--- src/rtl/cwm_pkg.sv ---
`timescale 1ns / 1ps
`default_nettype none

package cwm_pkg;

  localparam int DEPTH  = 1024;
  localparam int RAM_AW = $clog2(DEPTH);
  localparam int ADDR_W = 10;
  localparam int SIZE_W = 11;
  localparam int WORD_W = 32;

  localparam logic [SIZE_W-1:0] SIZE_RESET = SIZE_W'(1024);

  localparam logic [1:0] FN_READ  = 2'd0;
  localparam logic [1:0] FN_WRITE = 2'd1;
  localparam logic [1:0] FN_ADD   = 2'd2;

  localparam logic [1:0] ST_OK        = 2'd0;
  localparam logic [1:0] ST_RANGE     = 2'd1;
  localparam logic [1:0] ST_UNWRITTEN = 2'd2;

  typedef struct packed {
    logic [ADDR_W-1:0] addr;
    logic              acc_load;
  } unit_ctrl_t;

  typedef struct packed {
    logic              in_range;
    logic [WORD_W-1:0] sum;
  } unit_stat_t;

endpackage

`default_nettype wire

--- src/rtl/cwm_unit.sv ---
`timescale 1ns / 1ps
`default_nettype none

module cwm_unit
  import cwm_pkg::*;
(
  input  wire logic              clk,
  input  wire unit_ctrl_t        ctrl,
  input  wire logic [SIZE_W-1:0] mem_size,
  input  wire logic [WORD_W-1:0] operand,
  output unit_stat_t             stat
);

  logic [WORD_W-1:0] acc;
  logic [SIZE_W-1:0] lim;

  // Sizes above the memory depth behave as the full depth.
  assign lim = (mem_size > SIZE_W'(DEPTH)) ? SIZE_W'(DEPTH) : mem_size;

  assign stat.in_range = SIZE_W'(ctrl.addr) < lim;
  assign stat.sum      = acc + operand;

  always_ff @(posedge clk) begin
    if (ctrl.acc_load) begin
      acc <= operand;
    end
  end

endmodule

`default_nettype wire

--- config.mk ---
export PLATFORM = sky130hd
export DESIGN_NAME = cwm_unit
export DESIGN_NICKNAME = d
export VERILOG_FILES = /design/src/rtl/cwm_pkg.sv /design/src/rtl/cwm_unit.sv
export SDC_FILE = /design/constraint.sdc
export NUM_CORES = 1
export LEC_CHECK = 0
export BUFFER_PORTS_ARGS = -buffer_cell sky130_fd_sc_hd__buf_2
export CORE_MARGIN = 5
export CORE_UTILIZATION = 51
export CTS_BUF_LIST = sky130_fd_sc_hd__clkbuf_16
export DETAILED_ROUTE_END_ITERATION = 12
export PLACE_DENSITY = 0.83
export SYNTH_ARGS = -nofsm -noshare
export SYNTH_HDL_FRONTEND = slang
export SYNTH_SLANG_ARGS = --single-unit
export TNS_END_PERCENT = 5
--- constraint.sdc ---
create_clock -name clk -period 3.6 [get_ports clk]
set_input_delay 0.54 -clock clk [delete_from_list [all_inputs] [get_ports clk]]
set_output_delay 0.54 -clock clk [all_outputs]
set_load 0.01 [all_outputs]
==> impl_results.md, run 1 <==
- 1st-pass router iterations: 5
- Hold Crit Class: in -> reg
- Die H: 84.41 µm
- DRC: 0
- Initial antenna violation count: 0
- Die W: 84.41 µm
- Leakage power: 1.571 nW
- Vias: 2534
- Die ar.: 0.007125 mm²
- CTS tree: yes
- Max Fanout on Critical Path: 4
- Io pins: 88
- Yosys reg bits: 32
- PwrDens: 422.0 mW/mm²
- Detail Placement HPWL: 5352 µm
- Site Rows: 27
- GRT Overall Usage: 0.1921
- Synth Instances: 284
- Cts bufs inserted: 5
- Worst Path Arrival: 2.92 ns
- Gpl congestion: 0.9349
- Fraction of registers with async set/reset: 0
- Status: completed
- Placed cell count: 440
- Crit end category: primary output
- Setup bufs post-CTS: 0
- Area growth syn-to-layout: 24.32%
- Max reg flops: 32
- Required @ worst endpoint: 3.06 ns
- CTS clock-pin slew for the worst setup and hold paths: 0.06 ns
- Final period util: 0.9609
- WS Path Type: in -> out
- Worst-Margin Slew: 0.7233 ns
- Max-cap viol count: 0
- Hold Fails Final Rpt: 0
- CTS Root Cell: clkbuf_16
- Final Non-Filler Cells: 448
- Synthesized cell area: 0.002824 mm²
- Post-route setup TNS: 0 ns
- Final worst slack: 0.1409 ns
- Htree depth: 2
- Fin nets: 471
- Routed wire per std cell: 15.43 µm
- Largest registers: acc (32)
- Diode count: 0
- Post-synth net total: 380
- # port buffers: 87
- Total power: 1.482 mW
- Clk sink count: 32
- Via density: 5.656
- Longest Clk Path Bufs: 2
- Post-Route WL: 6914 µm
- Number of synthesized flops with an enable pin: 32
- Startpoint types: input port
- CORE AREA: 0.005439 mm²
- Vias in the first global route: 2491
- Fmax: 0.2891 GHz
- First-pass GRT wire length: 11370 µm
- Final setup violation count: 0
- Final Max Slew Viols: 0
- Min cycle time layout: 3.459 ns
- Syn_area_per_cell: 9.944 µm²
- Synth cell types: 42
- Share of cells above drive strength 1: 0.2899
- Iteration-0 DRC Markers: 166
- Largest net degree at the start of global routing: 33
- Post-synthesis sequential area ratio: 0.3403
- Largest Register: acc
- Starting Density: 0.5192
- Worst slack, placed: 0.1280 ns
- Grt ovf: 0
- Ys flop type: edfxtp_1
- Fillers: 433
- VDD IR max: 0.2997 mV
- Max_slew headroom: 0.5178
- Final ANT Viol Nets: 0
- Synth warn: 0
[cells in the mapped netlist, types with 3 or more instances]
cell type	count	area (µm²)
a21o_1	11	82.58
nor2b_1	4	25.02
ha_1	40	500.5
inv_1	10	37.54
clkbuf_1	4	15.01
a21oi_1	33	165.2
o21a_1	5	37.54
o21ai_0	15	75.07
edfxtp_1	32	960.9
xor2_1	9	78.83
o211ai_1	6	45.04
nor2_1	11	41.29
xnor2_1	22	192.7
a31oi_1	8	50.05
nand2b_1	12	75.07
a211oi_1	3	22.52
o21bai_1	8	60.06
nand4_1	4	25.02
nand2_1	17	63.81
[cell type report]
class	count	area (µm²)	area share
clock buffers	5	125.1	0.03564
clock inverters	3	11.26	0.003207
inverters	10	37.54	0.01069
multi-input cells	238	1843	0.5249
flip-flops and latches	32	960.9	0.2737
well taps	72	90.09	0.02566
repair buffers	88	442.9	0.1262
[repair_timing]
action                     CTS  global route
hold buffers                 0             0
hold endpoints to repair     0             0
gates resized for setup      0             7
setup endpoints to repair    0             4
[through the flow]
stage          area (µm²)  hold WS, ns    util
3_5_place_dp         3342       0.7372  0.6144
4_1_cts              3478       0.4508  0.6395
2_1_floorplan        2824       0.6389       -
6_report             3511       0.4516  0.6455
5_1_grt              3511       0.4507  0.6455
3_3_place_gp         3342       0.7348  0.6144
[final timing paths]
path | start | to | depth (start not counted)
setup / recovery | operand[0] | stat[26] | 12
hold / removal | operand[8] | acc[8] | 1
[layer usage]
metal | vias to the layer above | global-route usage | routed length [µm]
met5 | - | 0 | 0
met2 | 94 | 0.3221 | 3300
met4 | 0 | 0.05899 | 112
met3 | 13 | 0.04809 | 478
li1 | 1267 | - | -
met1 | 1160 | 0.2442 | 3022
[power by group]
group | internal (mW) | total (mW) | switching (mW) | leakage (nW)
sequential | 0.444 | 0.454 | 0.0101 | 0.313
combinational | 0.276 | 0.636 | 0.359 | 1.18
clock | 0.248 | 0.392 | 0.144 | 0.0738
[critical path, cell delays in order]
cell and delay, ns:
buf_2 0.11, ha_1 0.23, fa_1 0.42, a21o_1 0.20, a21oi_4 0.20, o21ai_0 0.11, a31oi_1 0.25, nor3_1 0.10
a31o_2 0.28, a31oi_2 0.18, xnor2_1 0.13, buf_2 0.15
[kinds of logic after synthesis]
kind of cell               after synthesis  share of synthesized area
DFF                                     32                     0.3403
xor gates and xnor gates                31                    0.09615
buffers and inverters                   14                    0.01861
adders and majority gates               41                     0.1843
and+or+nand+nor                         59                     0.1103
AOI/OAI and AO/OA                      107                     0.2503
[layout by cell type, fill, tap and decap left out, types with 2 or more instances in the layout]
cell        n
o21a_1      4
o211ai_1    6
nor3_1      2
ha_1       40
a211oi_1    3
nor2b_1     4
a21o_1     11
o21bai_1    8
xor2_1      9
o211a_1     2
buf_2      87
edfxtp_1   32
a31oi_1     6
xnor2_1    22
nand2_1    17
clkbuf_16   5
and3_1      2
a31oi_2     2
inv_1      12
nand2_2     2
a21o_2      2
o21ai_0    15
nor2_1     11
nand2b_1   12
a21oi_1    33
nand4_1     4
(Power assumes the default switching activity.)
==> run 2, diff against run 1 <==
==> constraint.sdc (replaced) <==
create_clock -name clk -period 3.35 [get_ports clk]
set_input_delay 0.5025 -clock clk [delete_from_list [all_inputs] [get_ports clk]]
set_output_delay 0.5025 -clock clk [all_outputs]
set_load 0.01 [all_outputs]
==> impl_results.md, run 2 (synthesis results as in run 1) <==
- Status: completed
- Max_slew headroom: 0.5149 (-0.002863)
- Required @ worst endpoint: 2.85 ns (-0.21 ns)
- Final non-filler cell area: 0.003716 mm² (+5.8%)
- Min cycle time layout: 3.339 ns
- Htree depth: 2 (unchanged)
- Routed wire per std cell: 16.28 µm (+5.5%)
- First-pass GRT wire length: 11700 µm (+2.9%)
- CTS Root Cell: clkbuf_16
- Io pins: 88 (unchanged)
- VDD IR max: 0.2905 mV (-3.1%)
- Slowest cell on crit path: edfxtp_1
- Most common cell after layout, fill and taps aside: buf_2
- Vias: 2602 (+2.7%)
- Vias in the first global route: 2628 (+5.5%)
- WHS: 0.4202 ns (-0.03137 ns)
- CORE AREA: 0.005439 mm² (unchanged)
- Largest net degree at the start of global routing: 33 (unchanged)
- Detail Placement HPWL: 5442 µm (+1.7%)
- Crit end category: primary output
- Max Fanout on Critical Path: 3 (-1)
- Final Max Slew Viols: 0 (unchanged)
- Leakage power: 1.637 nW (+4.2%)
- Multi-input logic area: 0.001973 mm² (+7.1%)
- Longest Clk Path Bufs: 2 (unchanged)
- Fmax: 0.2994 GHz
- Site Rows: 27 (unchanged)
- Startpoint types: flip-flop
- Via density: 5.681 (+0.44%)
- Hold Crit Class: in -> reg
- WS Path Type: reg -> out
- Final Non-Filler Cells: 458 (+2.2%)
- Starting Density: 0.5192 (unchanged)
- Grt ovf: 0 (unchanged)
- Clk sink count: 32 (unchanged)
- Sequential cell area: 960.9 µm² (unchanged)
- Fin nets: 481 (+2.1%)
- Initial antenna violation count: 0 (unchanged)
- Final Util: 0.6832 (+0.03773)
- RSZ-0062 raised after global routing: yes
- Share of cells above drive strength 1: 0.3472 (+0.05726)
- Post-Place Cell Area: 0.003379 mm² (+1.1%)
- Hold Fails Final Rpt: 0 (unchanged)
- GRT Overall Usage: 0.1991 (+0.007036)
- Largest registers: acc (32)
- Gpl congestion: 0.9408 (+0.63%)
- DRC: 0 (unchanged)
- Placed cell count: 445 (+1.1%)
- Largest Register: acc
- Cts bufs inserted: 5 (unchanged)
- Worst-Margin Slew: 0.7276 ns (+0.004295 ns)
- Iteration-0 DRC Markers: 182 (+9.6%)
- Area growth syn-to-layout: 31.59%
- Hold_buf cts: 0 (unchanged)
- CTS tree: yes
- Slowest cell delay on critical path: 0.41 ns (about the same)
- Diode count: 0 (unchanged)
- Die ar.: 0.007125 mm² (unchanged)
- Die W: 84.41 µm (unchanged)
- Post-Route WL: 7456 µm (+7.8%)
- Max reg flops: 32 (unchanged)
- Crit-path cells: ha_4, fa_2, a21o_1, a21oi_2, o211a_1, o31ai_4, a31oi_2, o21ai_2, a41oi_2, xnor2_1, buf_2
- Total power: 1.668 mW (+13%)
- Final period util: 0.9969
- Die H: 84.41 µm (unchanged)
- CTS clock-pin slew for the worst setup and hold paths: 0.05 ns (about the same)
- 1st-pass router iterations: 4 (-1)
- Worst Path Arrival: 2.84 ns (-0.08 ns)
- Most frequent cells in the layout: buf_2 (87), ha_1 (36), a21oi_1 (32), edfxtp_1 (32), xnor2_1 (20)
- PwrDens: 448.9 mW/mm² (+6.4%)
- Fillers: 427 (-1.4%)
- Max-cap viol count: 0 (unchanged)
- Final ANT Viol Nets: 0 (unchanged)
- # port buffers: 87 (unchanged)
- Final setup violation count: 0 (unchanged)
-- run 2: timing repair --
action / in CTS / in global routing
endpoints found under the setup margin: 2 / 9
gates cloned: 0 / 0
setup buffers: 1 / 5
pin swaps: 1 / 16
resized for setup: 2 / 28
-- run 2: cell type report --
| cell class | count | area share |
|---|---|---|
| Clock buffer | 5 | 0.03367 |
| Clock inverter | 3 | 0.003030 |
| Inverter | 10 | 0.01010 |
| Multi-Input combinational cell | 238 | 0.5310 |
| Sequential cell | 32 | 0.2586 |
| Tap cell | 72 | 0.02424 |
| Timing Repair Buffer | 98 | 0.1394 |
-- run 2: final timing paths --
| path | from | slack (ns) | to | depth (start not counted) |
|---|---|---|---|---|
| worst max-delay path | acc[0] | 0.01 | stat[28] | 11 |
| worst min-delay path | operand[8] | 0.42 | acc[8] | 1 |
-- run 2: metal layers --
| layer | track usage | up-vias | wire, µm |
|---|---|---|---|
| li1 | - | 1279 | - |
| met1 | 0.2506 | 1203 | 3234 |
| met2 | 0.3293 | 101 | 3545 |
| met3 | 0.05201 | 19 | 499 |
| met4 | 0.07338 | 0 | 176 |
| met5 | 0 | - | 0 |
-- run 2: power by group --
| group | switching (mW) | leakage [nW] | internal, mW | total [mW] |
|---|---|---|---|---|
| logic | 0.418 | 1.25 | 0.340 | 0.758 |
| registers | 0.0122 | 0.313 | 0.477 | 0.490 |
| clock network | 0.154 | 0.0738 | 0.267 | 0.420 |
| total | 0.584 | 1.64 | 1.08 | 1.67 |
-- run 2: stage by stage --
stage	setup slack (ns)	TNS [ns]
after global routing	-0.09087	-0.4166
final	0.01051	0
after global placement	0.07103	0
after floorplan	0.2766	0
after CTS	0.0006117	0
after detailed placement	-0.01237	-0.01237
-- run 2: critical path, delay by kind of cell (launching register included) --
family | cells | cell delay [ns]
compound gates | 7 | 1.27
xor+xnor | 1 | 0.14
fa+ha+maj | 2 | 0.59
buf+inv | 1 | 0.16
flops | 1 | 0.41
==> run 3, diff against run 2 <==
--- a/config.mk
+++ b/config.mk
@@ -11,6 +11,7 @@
 export CTS_BUF_LIST = sky130_fd_sc_hd__clkbuf_16
 export DETAILED_ROUTE_END_ITERATION = 12
 export PLACE_DENSITY = 0.83
+export RECOVER_POWER = 100
 export SYNTH_ARGS = -nofsm -noshare
 export SYNTH_HDL_FRONTEND = slang
 export SYNTH_SLANG_ARGS = --single-unit
==> impl_results.md, run 3 (synthesis results as in run 1) <==
- Max-cap viol count: 0 (unchanged)
- Fin nets: 481 (unchanged)
- Slowest cell on crit path: edfxtp_1
- Area growth syn-to-layout: 30.75%
- Detail Placement HPWL: 5442 µm (unchanged)
- Startpoint types: flip-flop
- Largest net degree at the start of global routing: 33 (unchanged)
- Crit-path cells: ha_4, fa_2, a21o_1, a21oi_2, o211a_1, o31ai_4, a31oi_2, o21ai_2, a41oi_2, xnor2_1, buf_2
- Gpl congestion: 0.9408 (unchanged)
- 1st-pass router iterations: 4 (unchanged)
- Share of cells above drive strength 1: 0.2979 (-0.04922)
- DRC: 0 (unchanged)
- Io pins: 88 (unchanged)
- Final Max Slew Viols: 0 (unchanged)
- Largest registers: acc (32)
- Post-route setup TNS: 0 ns (unchanged)
- CORE AREA: 0.005439 mm² (unchanged)
- Starting Density: 0.5192 (unchanged)
- Routed wire per std cell: 16.30 µm (+0.12%)
- Fmax: 0.2997 GHz (about the same)
- Vias in the first global route: 2628 (unchanged)
- Worst Path Arrival: 2.83 ns (about the same)
- CTS tree: yes
- Final setup violation count: 0 (unchanged)
- Cts bufs inserted: 5 (unchanged)
- Most common cell after layout, fill and taps aside: buf_2
- Most frequent cells in the layout: buf_2 (68), ha_1 (36), a21oi_1 (32), edfxtp_1 (32), xnor2_1 (20)
- Slowest cell delay on critical path: 0.41 ns (about the same)
- Status: completed
- Die H: 84.41 µm (unchanged)
- Post-Route WL: 7465 µm (+0.12%)
- Die ar.: 0.007125 mm² (unchanged)
- First-pass GRT wire length: 11700 µm (unchanged)
- WHS: 0.4216 ns (+0.001445 ns)
- Worst-Margin Slew: 0.7188 ns (-0.008762 ns)
- VDD IR max: 0.2908 mV (+0.10%)
- M2 GR Usage: 0.3293 (unchanged)
- Diode count: 0 (unchanged)
- PwrDens: 450.8 mW/mm² (+0.42%)
- Hold Fails Final Rpt: 0 (unchanged)
- WS Path Type: reg -> out
- Hold_buf cts: 0 (unchanged)
- Final ANT Viol Nets: 0 (unchanged)
- Leakage power: 1.585 nW (-3.2%)
- Grt ovf: 0 (unchanged)
- # port buffers: 87 (unchanged)
- CTS clock-pin slew for the worst setup and hold paths: 0.05 ns (about the same)
- RSZ-0062 raised after global routing: yes
- Worst hold start: operand[8]
- Longest Clk Path Bufs: 2 (unchanged)
- Iteration-0 DRC Markers: 185 (+1.6%)
- Grt met1 use: 0.2506 (unchanged)
- Crit end category: primary output
- Final Util: 0.6789 (-0.004371)
- Die W: 84.41 µm (unchanged)
- Hold Crit Class: in -> reg
- CTS Root Cell: clkbuf_16
- Min cycle time layout: 3.337 ns (-0.002365 ns)
- Hold Path Depth: 1 (unchanged)
- Clk sink count: 32 (unchanged)
- Met3 usage: 0.05201 (unchanged)
- Max_slew headroom: 0.5208 (+0.005841)
- Max reg flops: 32 (unchanged)
- Largest Register: acc
- Site Rows: 27 (unchanged)
- GRT Overall Usage: 0.1991 (unchanged)
- Most Crowded Layer GR: met2
- Htree depth: 2 (unchanged)
- WHS Endpoint: acc[8]
- Vias: 2624 (+0.85%)
- Max Fanout on Critical Path: 3 (unchanged)
- Final period util: 0.9962 (about the same)
- Total power: 1.664 mW (-0.23%)
- Required @ worst endpoint: 2.85 ns (about the same)
- Initial antenna violation count: 0 (unchanged)
- Via density: 5.729 (+0.85%)
run 3: cell types whose count changed in the layout (fill, tap and decap cells not counted), sizes merged:
cell    delta
clkbuf    +19
buf       -19
run 3: critical path: cells and delay by family, from the launching register on:
family	cells	cell delay (ns)
fa+ha+maj	2	0.59
flops	1	0.41
xor+xnor	1	0.13
buf+inv	1	0.16
compound gates	7	1.26
run 3: layout make-up:
type	instances	area (µm²)
clock buffers	5	125.1
fillers	439	1747
inverters	10	37.54
repair buffers	98	494.2
well taps	72	90.09
multi-input cells	238	1973
flip-flops and latches	32	960.9
clock inverters	3	11.26
run 3: metal layers:
layer / vias up / part of all wire
met5: - / 0
met4: 0 / 0.025
met3: 18 / 0.072
met2: 112 / 0.48
met1: 1215 / 0.43
li1: 1279 / -
run 3: how the worst max path moves through the flow:
stage	start	endpoint	depth (start not counted)
after floorplan	operand[0]	stat[28]	10
final	acc[0]	stat[28]	11
after detailed placement	operand[0]	stat[28]	12
after global placement	operand[0]	stat[28]	12
after global routing	acc[0]	stat[18]	12
after CTS	acc[0]	stat[28]	11
run 3: timing repair:
action | 4_1_cts | 5_1_grt
pin swaps | 1 | 16
setup buffers | 1 | 5
gates resized for setup | 2 | 28
setup endpoints to repair | 2 | 9
run 3: power breakdown:
group	leakage [nW]	internal (mW)	total, mW	switching (mW)
Combinational	1.20	0.337	0.756	0.419
Clock	0.0738	0.267	0.419	0.152
Sequential	0.313	0.477	0.490	0.0122
Total	1.58	1.08	1.66	0.583
run 3: per-stage QoR:
stage / instances / worst slack [ns] / cell area (µm²)
floorplan: 284 / 0.2766 / 2824
global placement: 445 / 0.07103 / 3379
detailed placement: 445 / -0.01237 / 3379
CTS: 454 / 0.0006117 / 3531
global route: 458 / -0.09087 / 3692
finish: 458 / 0.01287 / 3692
